### src/hw/rtl/tup_pkg.sv
package tup_pkg;

  localparam int unsigned MAX_DIM = 4096;
  localparam int unsigned DIM_W   = $clog2(MAX_DIM) + 1;
  localparam int unsigned CNT_W   = $clog2(MAX_DIM);
  localparam int unsigned PADDR_W = 5;

  // pixel format codes
  localparam logic [2:0] FMT_ALPHA = 3'd0;
  localparam logic [2:0] FMT_LUM   = 3'd1;
  localparam logic [2:0] FMT_LUMA  = 3'd2;
  localparam logic [2:0] FMT_RGB   = 3'd3;
  localparam logic [2:0] FMT_RGBA  = 3'd4;

  // pixel type codes
  localparam logic [1:0] TYP_UBYTE = 2'd0;
  localparam logic [1:0] TYP_565   = 2'd1;
  localparam logic [1:0] TYP_4444  = 2'd2;
  localparam logic [1:0] TYP_5551  = 2'd3;

  // register indexes
  localparam logic [2:0] REG_FORMAT = 3'd0;
  localparam logic [2:0] REG_TYPE   = 3'd1;
  localparam logic [2:0] REG_WIDTH  = 3'd2;
  localparam logic [2:0] REG_COUNT  = 3'd3;
  localparam logic [2:0] REG_ALIGN  = 3'd4;

  typedef struct packed {
    logic [2:0]       pixel_format;
    logic [1:0]       pixel_type;
    logic [DIM_W-1:0] row_width;
    logic [DIM_W-1:0] row_count;
    logic [3:0]       row_align;
  } cfg_t;

  typedef struct packed {
    logic [7:0] red;
    logic [7:0] green;
    logic [7:0] blue;
    logic       row_end;
    logic       last_pixel;
    logic       format_error;
  } pix_t;

  // source bytes per pixel, zero for an unsupported pair
  function automatic logic [2:0] bytes_per_pixel(logic [2:0] fmt, logic [1:0] typ);
    logic [2:0] n;
    n = 3'd0;
    if (typ == TYP_UBYTE) begin
      case (fmt)
        FMT_ALPHA, FMT_LUM: n = 3'd1;
        FMT_LUMA:           n = 3'd2;
        FMT_RGB:            n = 3'd3;
        FMT_RGBA:           n = 3'd4;
        default:            n = 3'd0;
      endcase
    end else if (typ == TYP_565 && fmt == FMT_RGB) begin
      n = 3'd2;
    end else if ((typ == TYP_4444 || typ == TYP_5551) && fmt == FMT_RGBA) begin
      n = 3'd2;
    end
    return n;
  endfunction

  // rounded widening to 8 bits, (v*255 + max/2) / max
  // 4 bits: v*17 exactly, so replication is the rounded value
  function automatic logic [7:0] widen4(logic [3:0] v);
    return {v, v};
  endfunction

  // divide by 31 as a reciprocal multiply, exact over the whole field range
  function automatic logic [7:0] widen5(logic [4:0] v);
    logic [12:0] x;
    logic [26:0] p;
    x = 13'(v) * 13'd255 + 13'd15;
    p = 27'(x) * 27'd8457;
    return p[25:18];
  endfunction

  // divide by 63 as a reciprocal multiply, exact over the whole field range
  function automatic logic [7:0] widen6(logic [5:0] v);
    logic [13:0] x;
    logic [28:0] p;
    x = 14'(v) * 14'd255 + 14'd31;
    p = 29'(x) * 29'd16645;
    return p[27:20];
  endfunction

  function automatic logic [DIM_W-1:0] clamp_dim(logic [DIM_W-1:0] d);
    logic [DIM_W-1:0] r;
    r = d;
    if (d == '0) r = DIM_W'(1);
    else if (d > DIM_W'(MAX_DIM)) r = DIM_W'(MAX_DIM);
    return r;
  endfunction

endpackage

### src/hw/rtl/tup_apb_regs.sv
module tup_apb_regs (
  input  logic                       clk_i,
  input  logic                       rst_ni,
  input  logic                       psel,
  input  logic                       penable,
  input  logic                       pwrite,
  input  logic [tup_pkg::PADDR_W-1:0] paddr,
  input  logic [31:0]                pwdata,
  output logic [31:0]                prdata,
  output logic                       pready,
  output tup_pkg::cfg_t              cfg_o,
  output logic                       clear_o
);
  import tup_pkg::*;

  cfg_t       cfg_q, cfg_d;
  logic       wr_en;
  logic       clear_d;
  logic [2:0] idx;

  assign pready = 1'b1;
  assign idx    = paddr[4:2];
  assign wr_en  = psel && penable && pwrite;

  always_comb begin
    cfg_d   = cfg_q;
    clear_d = 1'b0;
    if (wr_en) begin
      unique case (idx)
        REG_FORMAT: begin
          cfg_d.pixel_format = pwdata[2:0];
          clear_d = 1'b1;
        end
        REG_TYPE: begin
          cfg_d.pixel_type = pwdata[1:0];
          clear_d = 1'b1;
        end
        REG_WIDTH: begin
          cfg_d.row_width = pwdata[DIM_W-1:0];
          clear_d = 1'b1;
        end
        REG_COUNT: begin
          cfg_d.row_count = pwdata[DIM_W-1:0];
          clear_d = 1'b1;
        end
        REG_ALIGN: begin
          cfg_d.row_align = pwdata[3:0];
          clear_d = 1'b1;
        end
        default: ;
      endcase
    end
  end

  always_ff @(posedge clk_i or negedge rst_ni) begin
    if (!rst_ni) begin
      cfg_q.pixel_format <= FMT_RGB;
      cfg_q.pixel_type   <= TYP_UBYTE;
      cfg_q.row_width    <= DIM_W'(1);
      cfg_q.row_count    <= DIM_W'(1);
      cfg_q.row_align    <= 4'd4;
    end else begin
      cfg_q <= cfg_d;
    end
  end

  always_comb begin
    prdata = '0;
    unique case (idx)
      REG_FORMAT: prdata = 32'(cfg_q.pixel_format);
      REG_TYPE:   prdata = 32'(cfg_q.pixel_type);
      REG_WIDTH:  prdata = 32'(cfg_q.row_width);
      REG_COUNT:  prdata = 32'(cfg_q.row_count);
      REG_ALIGN:  prdata = 32'(cfg_q.row_align);
      default:    prdata = '0;
    endcase
  end

  assign cfg_o   = cfg_q;
  assign clear_o = clear_d;

endmodule

### src/hw/rtl/tup_core.sv
module tup_core (
  input  logic          clk_i,
  input  logic          rst_ni,
  input  tup_pkg::cfg_t cfg_i,
  input  logic          clear_i,
  input  logic          step_i,
  input  logic [7:0]    byte_i,
  output logic          has_result_o,
  output tup_pkg::pix_t pix_o
);
  import tup_pkg::*;

  logic [1:0]       byte_slot_q, byte_slot_d;
  logic [23:0]      held_bytes_q, held_bytes_d;
  logic [CNT_W-1:0] column_count_q, column_count_d;
  logic [CNT_W-1:0] row_index_q, row_index_d;
  logic [2:0]       row_byte_phase_q, row_byte_phase_d;
  logic [2:0]       pad_left_q, pad_left_d;

  logic [2:0]       bpp;
  logic [3:0]       align;
  logic [DIM_W-1:0] rw_eff, rc_eff;
  logic             err, padding, complete, row_done, img_done;
  logic [3:0]       phase_inc;
  logic [2:0]       phase_nx;
  logic [3:0]       pad_full;
  logic [7:0]       b0, b1, b2;
  logic [15:0]      word;
  logic [7:0]       red, green, blue;

  assign bpp    = bytes_per_pixel(cfg_i.pixel_format, cfg_i.pixel_type);
  assign rw_eff = clamp_dim(cfg_i.row_width);
  assign rc_eff = clamp_dim(cfg_i.row_count);

  always_comb begin
    align = cfg_i.row_align;
    if (align == 4'd0) align = 4'd1;
    else if (align > 4'd8) align = 4'd8;
  end

  assign err       = (bpp == 3'd0);
  assign padding   = (pad_left_q != 3'd0);
  assign phase_inc = {1'b0, row_byte_phase_q} + 4'd1;
  assign phase_nx  = (phase_inc == align) ? 3'd0 : phase_inc[2:0];
  assign pad_full  = (phase_nx != 3'd0) ? (align - {1'b0, phase_nx}) : 4'd0;
  assign complete  = ({1'b0, byte_slot_q} + 3'd1) >= bpp;
  assign row_done  = ({1'b0, column_count_q} + DIM_W'(1)) >= rw_eff;
  assign img_done  = ({1'b0, row_index_q} + DIM_W'(1)) >= rc_eff;

  // the byte now arriving fills its own slot; a fourth byte (alpha) is dropped
  assign b0   = (byte_slot_q == 2'd0) ? byte_i : held_bytes_q[7:0];
  assign b1   = (byte_slot_q == 2'd1) ? byte_i : held_bytes_q[15:8];
  assign b2   = (byte_slot_q == 2'd2) ? byte_i : held_bytes_q[23:16];
  assign word = {b1, b0};

  always_comb begin
    red   = b0;
    green = b0;
    blue  = b0;
    case (cfg_i.pixel_type)
      TYP_UBYTE: begin
        if (cfg_i.pixel_format >= FMT_RGB) begin
          green = b1;
          blue  = b2;
        end
      end
      TYP_565: begin
        red   = widen5(word[15:11]);
        green = widen6(word[10:5]);
        blue  = widen5(word[4:0]);
      end
      TYP_4444: begin
        red   = widen4(word[15:12]);
        green = widen4(word[11:8]);
        blue  = widen4(word[7:4]);
      end
      default: begin
        red   = widen5(word[15:11]);
        green = widen5(word[10:6]);
        blue  = widen5(word[5:1]);
      end
    endcase
  end

  assign has_result_o = err || (!padding && complete);

  always_comb begin
    pix_o = '0;
    if (err) begin
      pix_o.format_error = 1'b1;
    end else begin
      pix_o.red        = red;
      pix_o.green      = green;
      pix_o.blue       = blue;
      pix_o.row_end    = row_done;
      pix_o.last_pixel = row_done && img_done;
    end
  end

  always_comb begin
    byte_slot_d      = byte_slot_q;
    held_bytes_d     = held_bytes_q;
    column_count_d   = column_count_q;
    row_index_d      = row_index_q;
    row_byte_phase_d = row_byte_phase_q;
    pad_left_d       = pad_left_q;
    if (clear_i) begin
      byte_slot_d      = '0;
      held_bytes_d     = '0;
      column_count_d   = '0;
      row_index_d      = '0;
      row_byte_phase_d = '0;
      pad_left_d       = '0;
    end else if (step_i && !err) begin
      if (padding) begin
        pad_left_d = pad_left_q - 3'd1;
      end else begin
        row_byte_phase_d = phase_nx;
        if (!complete) begin
          case (byte_slot_q)
            2'd0:    held_bytes_d[7:0]   = byte_i;
            2'd1:    held_bytes_d[15:8]  = byte_i;
            2'd2:    held_bytes_d[23:16] = byte_i;
            default: ;
          endcase
          byte_slot_d = byte_slot_q + 2'd1;
        end else begin
          byte_slot_d  = '0;
          held_bytes_d = '0;
          if (row_done) begin
            column_count_d   = '0;
            row_byte_phase_d = '0;
            if (img_done) begin
              row_index_d = '0;
              pad_left_d  = '0;
            end else begin
              row_index_d = row_index_q + CNT_W'(1);
              pad_left_d  = pad_full[2:0];
            end
          end else begin
            column_count_d = column_count_q + CNT_W'(1);
          end
        end
      end
    end
  end

  always_ff @(posedge clk_i or negedge rst_ni) begin
    if (!rst_ni) begin
      byte_slot_q      <= '0;
      held_bytes_q     <= '0;
      column_count_q   <= '0;
      row_index_q      <= '0;
      row_byte_phase_q <= '0;
      pad_left_q       <= '0;
    end else begin
      byte_slot_q      <= byte_slot_d;
      held_bytes_q     <= held_bytes_d;
      column_count_q   <= column_count_d;
      row_index_q      <= row_index_d;
      row_byte_phase_q <= row_byte_phase_d;
      pad_left_q       <= pad_left_d;
    end
  end

`ifndef SYNTHESIS
  // row padding is only ever skipped between whole pixels
  a_pad_on_pixel_boundary: assert property (@(posedge clk_i) disable iff (!rst_ni)
    pad_left_q != 3'd0 |-> byte_slot_q == 2'd0)
    else $error("padding pending with a part-gathered pixel");

  a_column_in_row: assert property (@(posedge clk_i) disable iff (!rst_ni)
    {1'b0, column_count_q} < rw_eff)
    else $error("column position beyond row width");

  a_row_in_image: assert property (@(posedge clk_i) disable iff (!rst_ni)
    {1'b0, row_index_q} < rc_eff)
    else $error("row position beyond row count");

  a_phase_in_align: assert property (@(posedge clk_i) disable iff (!rst_ni)
    {1'b0, row_byte_phase_q} < align)
    else $error("row byte phase not below alignment");
`endif

endmodule

### src/hw/rtl/texel_unpack_to_rgb888_top.sv
// Byte-stream texel unpacker: takes one source byte per transaction and gives one RGB888
// pixel per completed source pixel, with row_end and last_pixel marking row and image ends.
// A byte enters in every cycle for a sustained rate of one byte per clock unless a pixel
// waits on out_ready_i; a pixel leaves via input register, then result register. Bytes that
// only fill a pixel, and row pad bytes, are taken and give no transaction on the output.
// An unsupported format/type pair returns one error transaction per byte. Any register write
// restarts the image, so program the registers only while the block is idle.
module texel_unpack_to_rgb888_top (
  input  logic                        clk_i,
  input  logic                        rst_ni,
  input  logic                        psel,
  input  logic                        penable,
  input  logic                        pwrite,
  input  logic [tup_pkg::PADDR_W-1:0] paddr,
  input  logic [31:0]                 pwdata,
  output logic [31:0]                 prdata,
  output logic                        pready,
  input  logic                        in_valid_i,
  output logic                        in_ready_o,
  input  logic [7:0]                  src_byte_i,
  output logic                        out_valid_o,
  input  logic                        out_ready_i,
  output logic [7:0]                  red_o,
  output logic [7:0]                  green_o,
  output logic [7:0]                  blue_o,
  output logic                        row_end_o,
  output logic                        last_pixel_o,
  output logic                        format_error_o
);
  import tup_pkg::*;

  cfg_t       cfg;
  logic       clear;
  logic       has_result;
  pix_t       pix;
  logic       in_valid_q, in_valid_d;
  logic [7:0] in_byte_q;
  logic       out_valid_q, out_valid_d;
  pix_t       out_q;
  logic       advance;

  tup_apb_regs u_regs (
    .clk_i   (clk_i),
    .rst_ni  (rst_ni),
    .psel    (psel),
    .penable (penable),
    .pwrite  (pwrite),
    .paddr   (paddr),
    .pwdata  (pwdata),
    .prdata  (prdata),
    .pready  (pready),
    .cfg_o   (cfg),
    .clear_o (clear)
  );

  tup_core u_core (
    .clk_i        (clk_i),
    .rst_ni       (rst_ni),
    .cfg_i        (cfg),
    .clear_i      (clear),
    .step_i       (advance),
    .byte_i       (in_byte_q),
    .has_result_o (has_result),
    .pix_o        (pix)
  );

  // a held byte moves on unless it makes a pixel and the result register is stuck
  assign advance    = in_valid_q && (!has_result || !out_valid_q || out_ready_i);
  assign in_ready_o = !in_valid_q || advance;
  assign in_valid_d = in_ready_o ? in_valid_i : in_valid_q;

  always_comb begin
    out_valid_d = out_valid_q;
    if (advance && has_result) out_valid_d = 1'b1;
    else if (out_ready_i)      out_valid_d = 1'b0;
  end

  always_ff @(posedge clk_i or negedge rst_ni) begin
    if (!rst_ni) begin
      in_valid_q  <= 1'b0;
      out_valid_q <= 1'b0;
    end else begin
      in_valid_q  <= in_valid_d;
      out_valid_q <= out_valid_d;
    end
  end

  always_ff @(posedge clk_i) begin
    if (in_valid_i && in_ready_o) in_byte_q <= src_byte_i;
    if (advance && has_result)    out_q     <= pix;
  end

  assign out_valid_o    = out_valid_q;
  assign red_o          = out_q.red;
  assign green_o        = out_q.green;
  assign blue_o         = out_q.blue;
  assign row_end_o      = out_q.row_end;
  assign last_pixel_o   = out_q.last_pixel;
  assign format_error_o = out_q.format_error;

endmodule
### config.mk
export PLATFORM = sky130hd
export DESIGN_NAME = texel_unpack_to_rgb888_top
export DESIGN_NICKNAME = d
export VERILOG_FILES = /design/src/hw/rtl/tup_pkg.sv /design/src/hw/rtl/tup_apb_regs.sv /design/src/hw/rtl/tup_core.sv /design/src/hw/rtl/texel_unpack_to_rgb888_top.sv
export SDC_FILE = /design/constraint.sdc
export NUM_CORES = 1
export LEC_CHECK = 0
export ABC_AREA = 1
export BUFFER_PORTS_ARGS = -buffer_cell sky130_fd_sc_hd__buf_2
export CAP_MARGIN = 20
export CORE_MARGIN = 2
export CORE_UTILIZATION = 45
export CTS_CLUSTER_DIAMETER = 40
export DETAILED_ROUTE_END_ITERATION = 10
export HOLD_SLACK_MARGIN = 0.12
export SYNTH_ARGS = -nofsm -noshare
export SYNTH_HDL_FRONTEND = slang
export SYNTH_SLANG_ARGS = --single-unit
### constraint.sdc
create_clock -name clk_i -period 9.35 [get_ports clk_i]
set_input_delay 1.87 -clock clk_i [delete_from_list [all_inputs] [get_ports clk_i]]
set_output_delay 1.87 -clock clk_i [all_outputs]
set_load 0.05 [all_outputs]
==> reports/qor.csv <==
metric,value,unit
placed_cells,3307,
start_kind,register,
ys_types,60,
synth_sequential_area_ratio,16.9,%
grt_pass1_wl,88.3,mm
grt-ovfl-total,0,
cap_violations,0,
io_pins,114,
port_buffers,72,
hpwlAfterDp,45.1,mm
synth_top_family_by_area,adder cells,
synth.area.mux_share,0.0997,%
synth_top_cell_area_share,26.6,%
cts_buffers,17,
ys_seq_elements,128,
firstDrtPassIters,7,
synthXorXnorAreaFrac,3.40,%
min_period,8.70,ns
finalWorstSetupSlack,0.647,ns
synthArstFlopShare,72.7,%
end_kind,register,
hp-class,reg2reg,
insertedDiodeCount,0,
ant_nets,0,
yosysTopAreaCell,ha_1,
fmax,115,MHz
cts_root_buf,clkbuf_16,
tightest_slew,1.08,ns
setup_viol_count_final,0,
synthAdderAreaFrac,36.8,%
die_w,215,um
critPathArrivalTime,8.93,ns
gp_congestion,0.937,
drv_slew,0,
worst_skew_pair.late_latency,0.47,ns
crit_slowest_cell,fa_1,
tns,0,ns
grt_pass1_vias,17400,
crit_required,9.58,ns
nets,3321,
cpPeakStageDelay,0.57,ns
vias,17500,
die_y,215,um
cts_hold_buf,0,
cts_sinks,128,
outcome,completed,
synth_simple_gate_area_share,20.7,%
hold_viol,0,
postLayoutCellArea,21800,sq um
place_ws,0.385,ns
h-tree-depth,4,
grtUsageTotal,23.7,%
grt_max_degree,54,
antenna_found_initial,0,
dr.first_iter.drc_count,915,
yosys-top-cells-area,"ha_1 (27%), nand2_1 (11%), dfrtp_1 (11%)",
synth_flop_cell,dfrtp_1,
die-area,46300,sq um
yosysWarnings,0,
max_slew_margin,27.8,%
yosys-top-cells-count,"nand2_1 (591), inv_1 (453), ha_1 (426), nor2_1 (160), o21ai_0 (160)",
drive_gt1_share,7.12,%
wl_per_cell,16.0,um
synth_edf_count,35,
synth_area,20100,sq um
crit_path_max_fanout,18,
fin_cells,3345,
fin_crit_sh,93.1,%
rows,77,
placed_area,21200,sq um
netlist_instances,2648,
synth-compound-area-share,12.0,%
route.final.wire_length,53.6,mm
worst_clock_skew,0.0142,ns
worstSetupPathType,reg2reg,
avgViaCountPerCell,5.22,
drc_errors,0,
avgSynthCellArea,7.58,sq um
cts_tree,built,
path_clk_slew,0.07,ns
clockBufferDepth,2,
yosysMostFrequentCell,nand2_1,
coreArea,44100,sq um
syn_to_final_growth,8.48,%
start_util,45.5,%
-- worst paths after layout --
| check | to | cells after the start | slack (ns) | from |
|---|---|---|---|---|
| max | green_o[2] | 36 | 0.65 | u_core.byte_slot_q[0] |
| min | u_core.row_index_q[11] | 2 | 0.47 | u_core.row_index_q[11] |
| max reg2reg | green_o[2] | 36 | 0.65 | u_core.byte_slot_q[0] |
| min reg2reg | u_core.row_index_q[11] | 2 | 0.47 | u_core.row_index_q[11] |
| max in group asynchronous | u_core.held_bytes_q[5] | 2 | 6.86 | rst_ni |
| min in group asynchronous | u_regs.cfg_o[12] | 1 | 1.38 | rst_ni |
-- layout by cell type, fill, tap and decap left out, types with 5 or more instances in the layout --
cell type	instances
nor2_1	160
o21bai_1	8
dfrtp_1	88
o21ai_2	14
nor4_1	14
buf_2	71
or2_2	13
edfxtp_1	35
xor2_1	58
conb_1	20
clkbuf_16	17
inv_6	5
inv_1	450
o21ai_0	160
xnor2_1	20
buf_4	34
a31oi_1	11
nand3b_1	14
a211oi_1	7
o21ai_1	8
fa_1	102
nand2_1	590
nor3_1	29
dfstp_2	5
a21oi_1	145
nand3_1	118
o211ai_1	6
a22o_1	11
o21a_1	6
a21o_1	8
nand4_1	34
ha_1	425
-- state kept, by name, summed over array words and instances (netlist names), 8 cells and up --
name and cells:
u_regs.cfg_o 35, u_core.held_bytes_q 24, green_o 8, u_core.row_index_q 12, red_o 8, u_core.column_count_q 12
in_byte_q 8, blue_o 8
-- cells by family after synthesis --
| group | after synthesis |
|---|---|
| and+or+nand+nor | 986 |
| adders and majority gates | 529 |
| buffers and inverters | 507 |
| AOI/OAI and AO/OA | 416 |
| DFF | 128 |
| xor gates and xnor gates | 78 |
| other | 2 |
| muxes | 2 |
-- metal layers --
layer,track usage (%),wire [um],up-vias
met5,0,0,-
li1,-,-,8843
met2,41.2,25500,325
met1,31.3,25100,8236
met3,2.58,1730,70
met4,6.53,1210,0
-- worst max-delay path: cells and delay by family (launching register included) --
family	cells	cell delay [ns]
flops	1	0.42
buf+inv	7	0.69
compound gates	7	1.34
simple gates	10	1.29
fa+ha+maj	12	4.73
-- per-stage QoR --
| stage | hold WS [ns] | util [%] |
|---|---|---|
| final | 0.470 | 49.4 |
| after global routing | 0.502 | 49.4 |
| after CTS | 0.477 | 49.2 |
| after detailed placement | 0.459 | 47.9 |
| after global placement | 0.457 | 47.9 |
| after floorplan | 0.442 | - |
-- repair_timing --
action                     CTS  global route
setup buffers                0             4
gates resized for setup      0             7
setup endpoints to repair    0            11
-- cell type report --
class	count	area, sq um
clock inverter	14	131
tap	592	741
inverter	455	1720
multi-input combinational	2031	14700
sequential	128	3380
clock buffer	18	429
fill	4422	22300
timing repair buffer	107	627
Power is not shown: default switching activity piles up to over one toggle a cycle in this logic, so the estimate is an artifact.
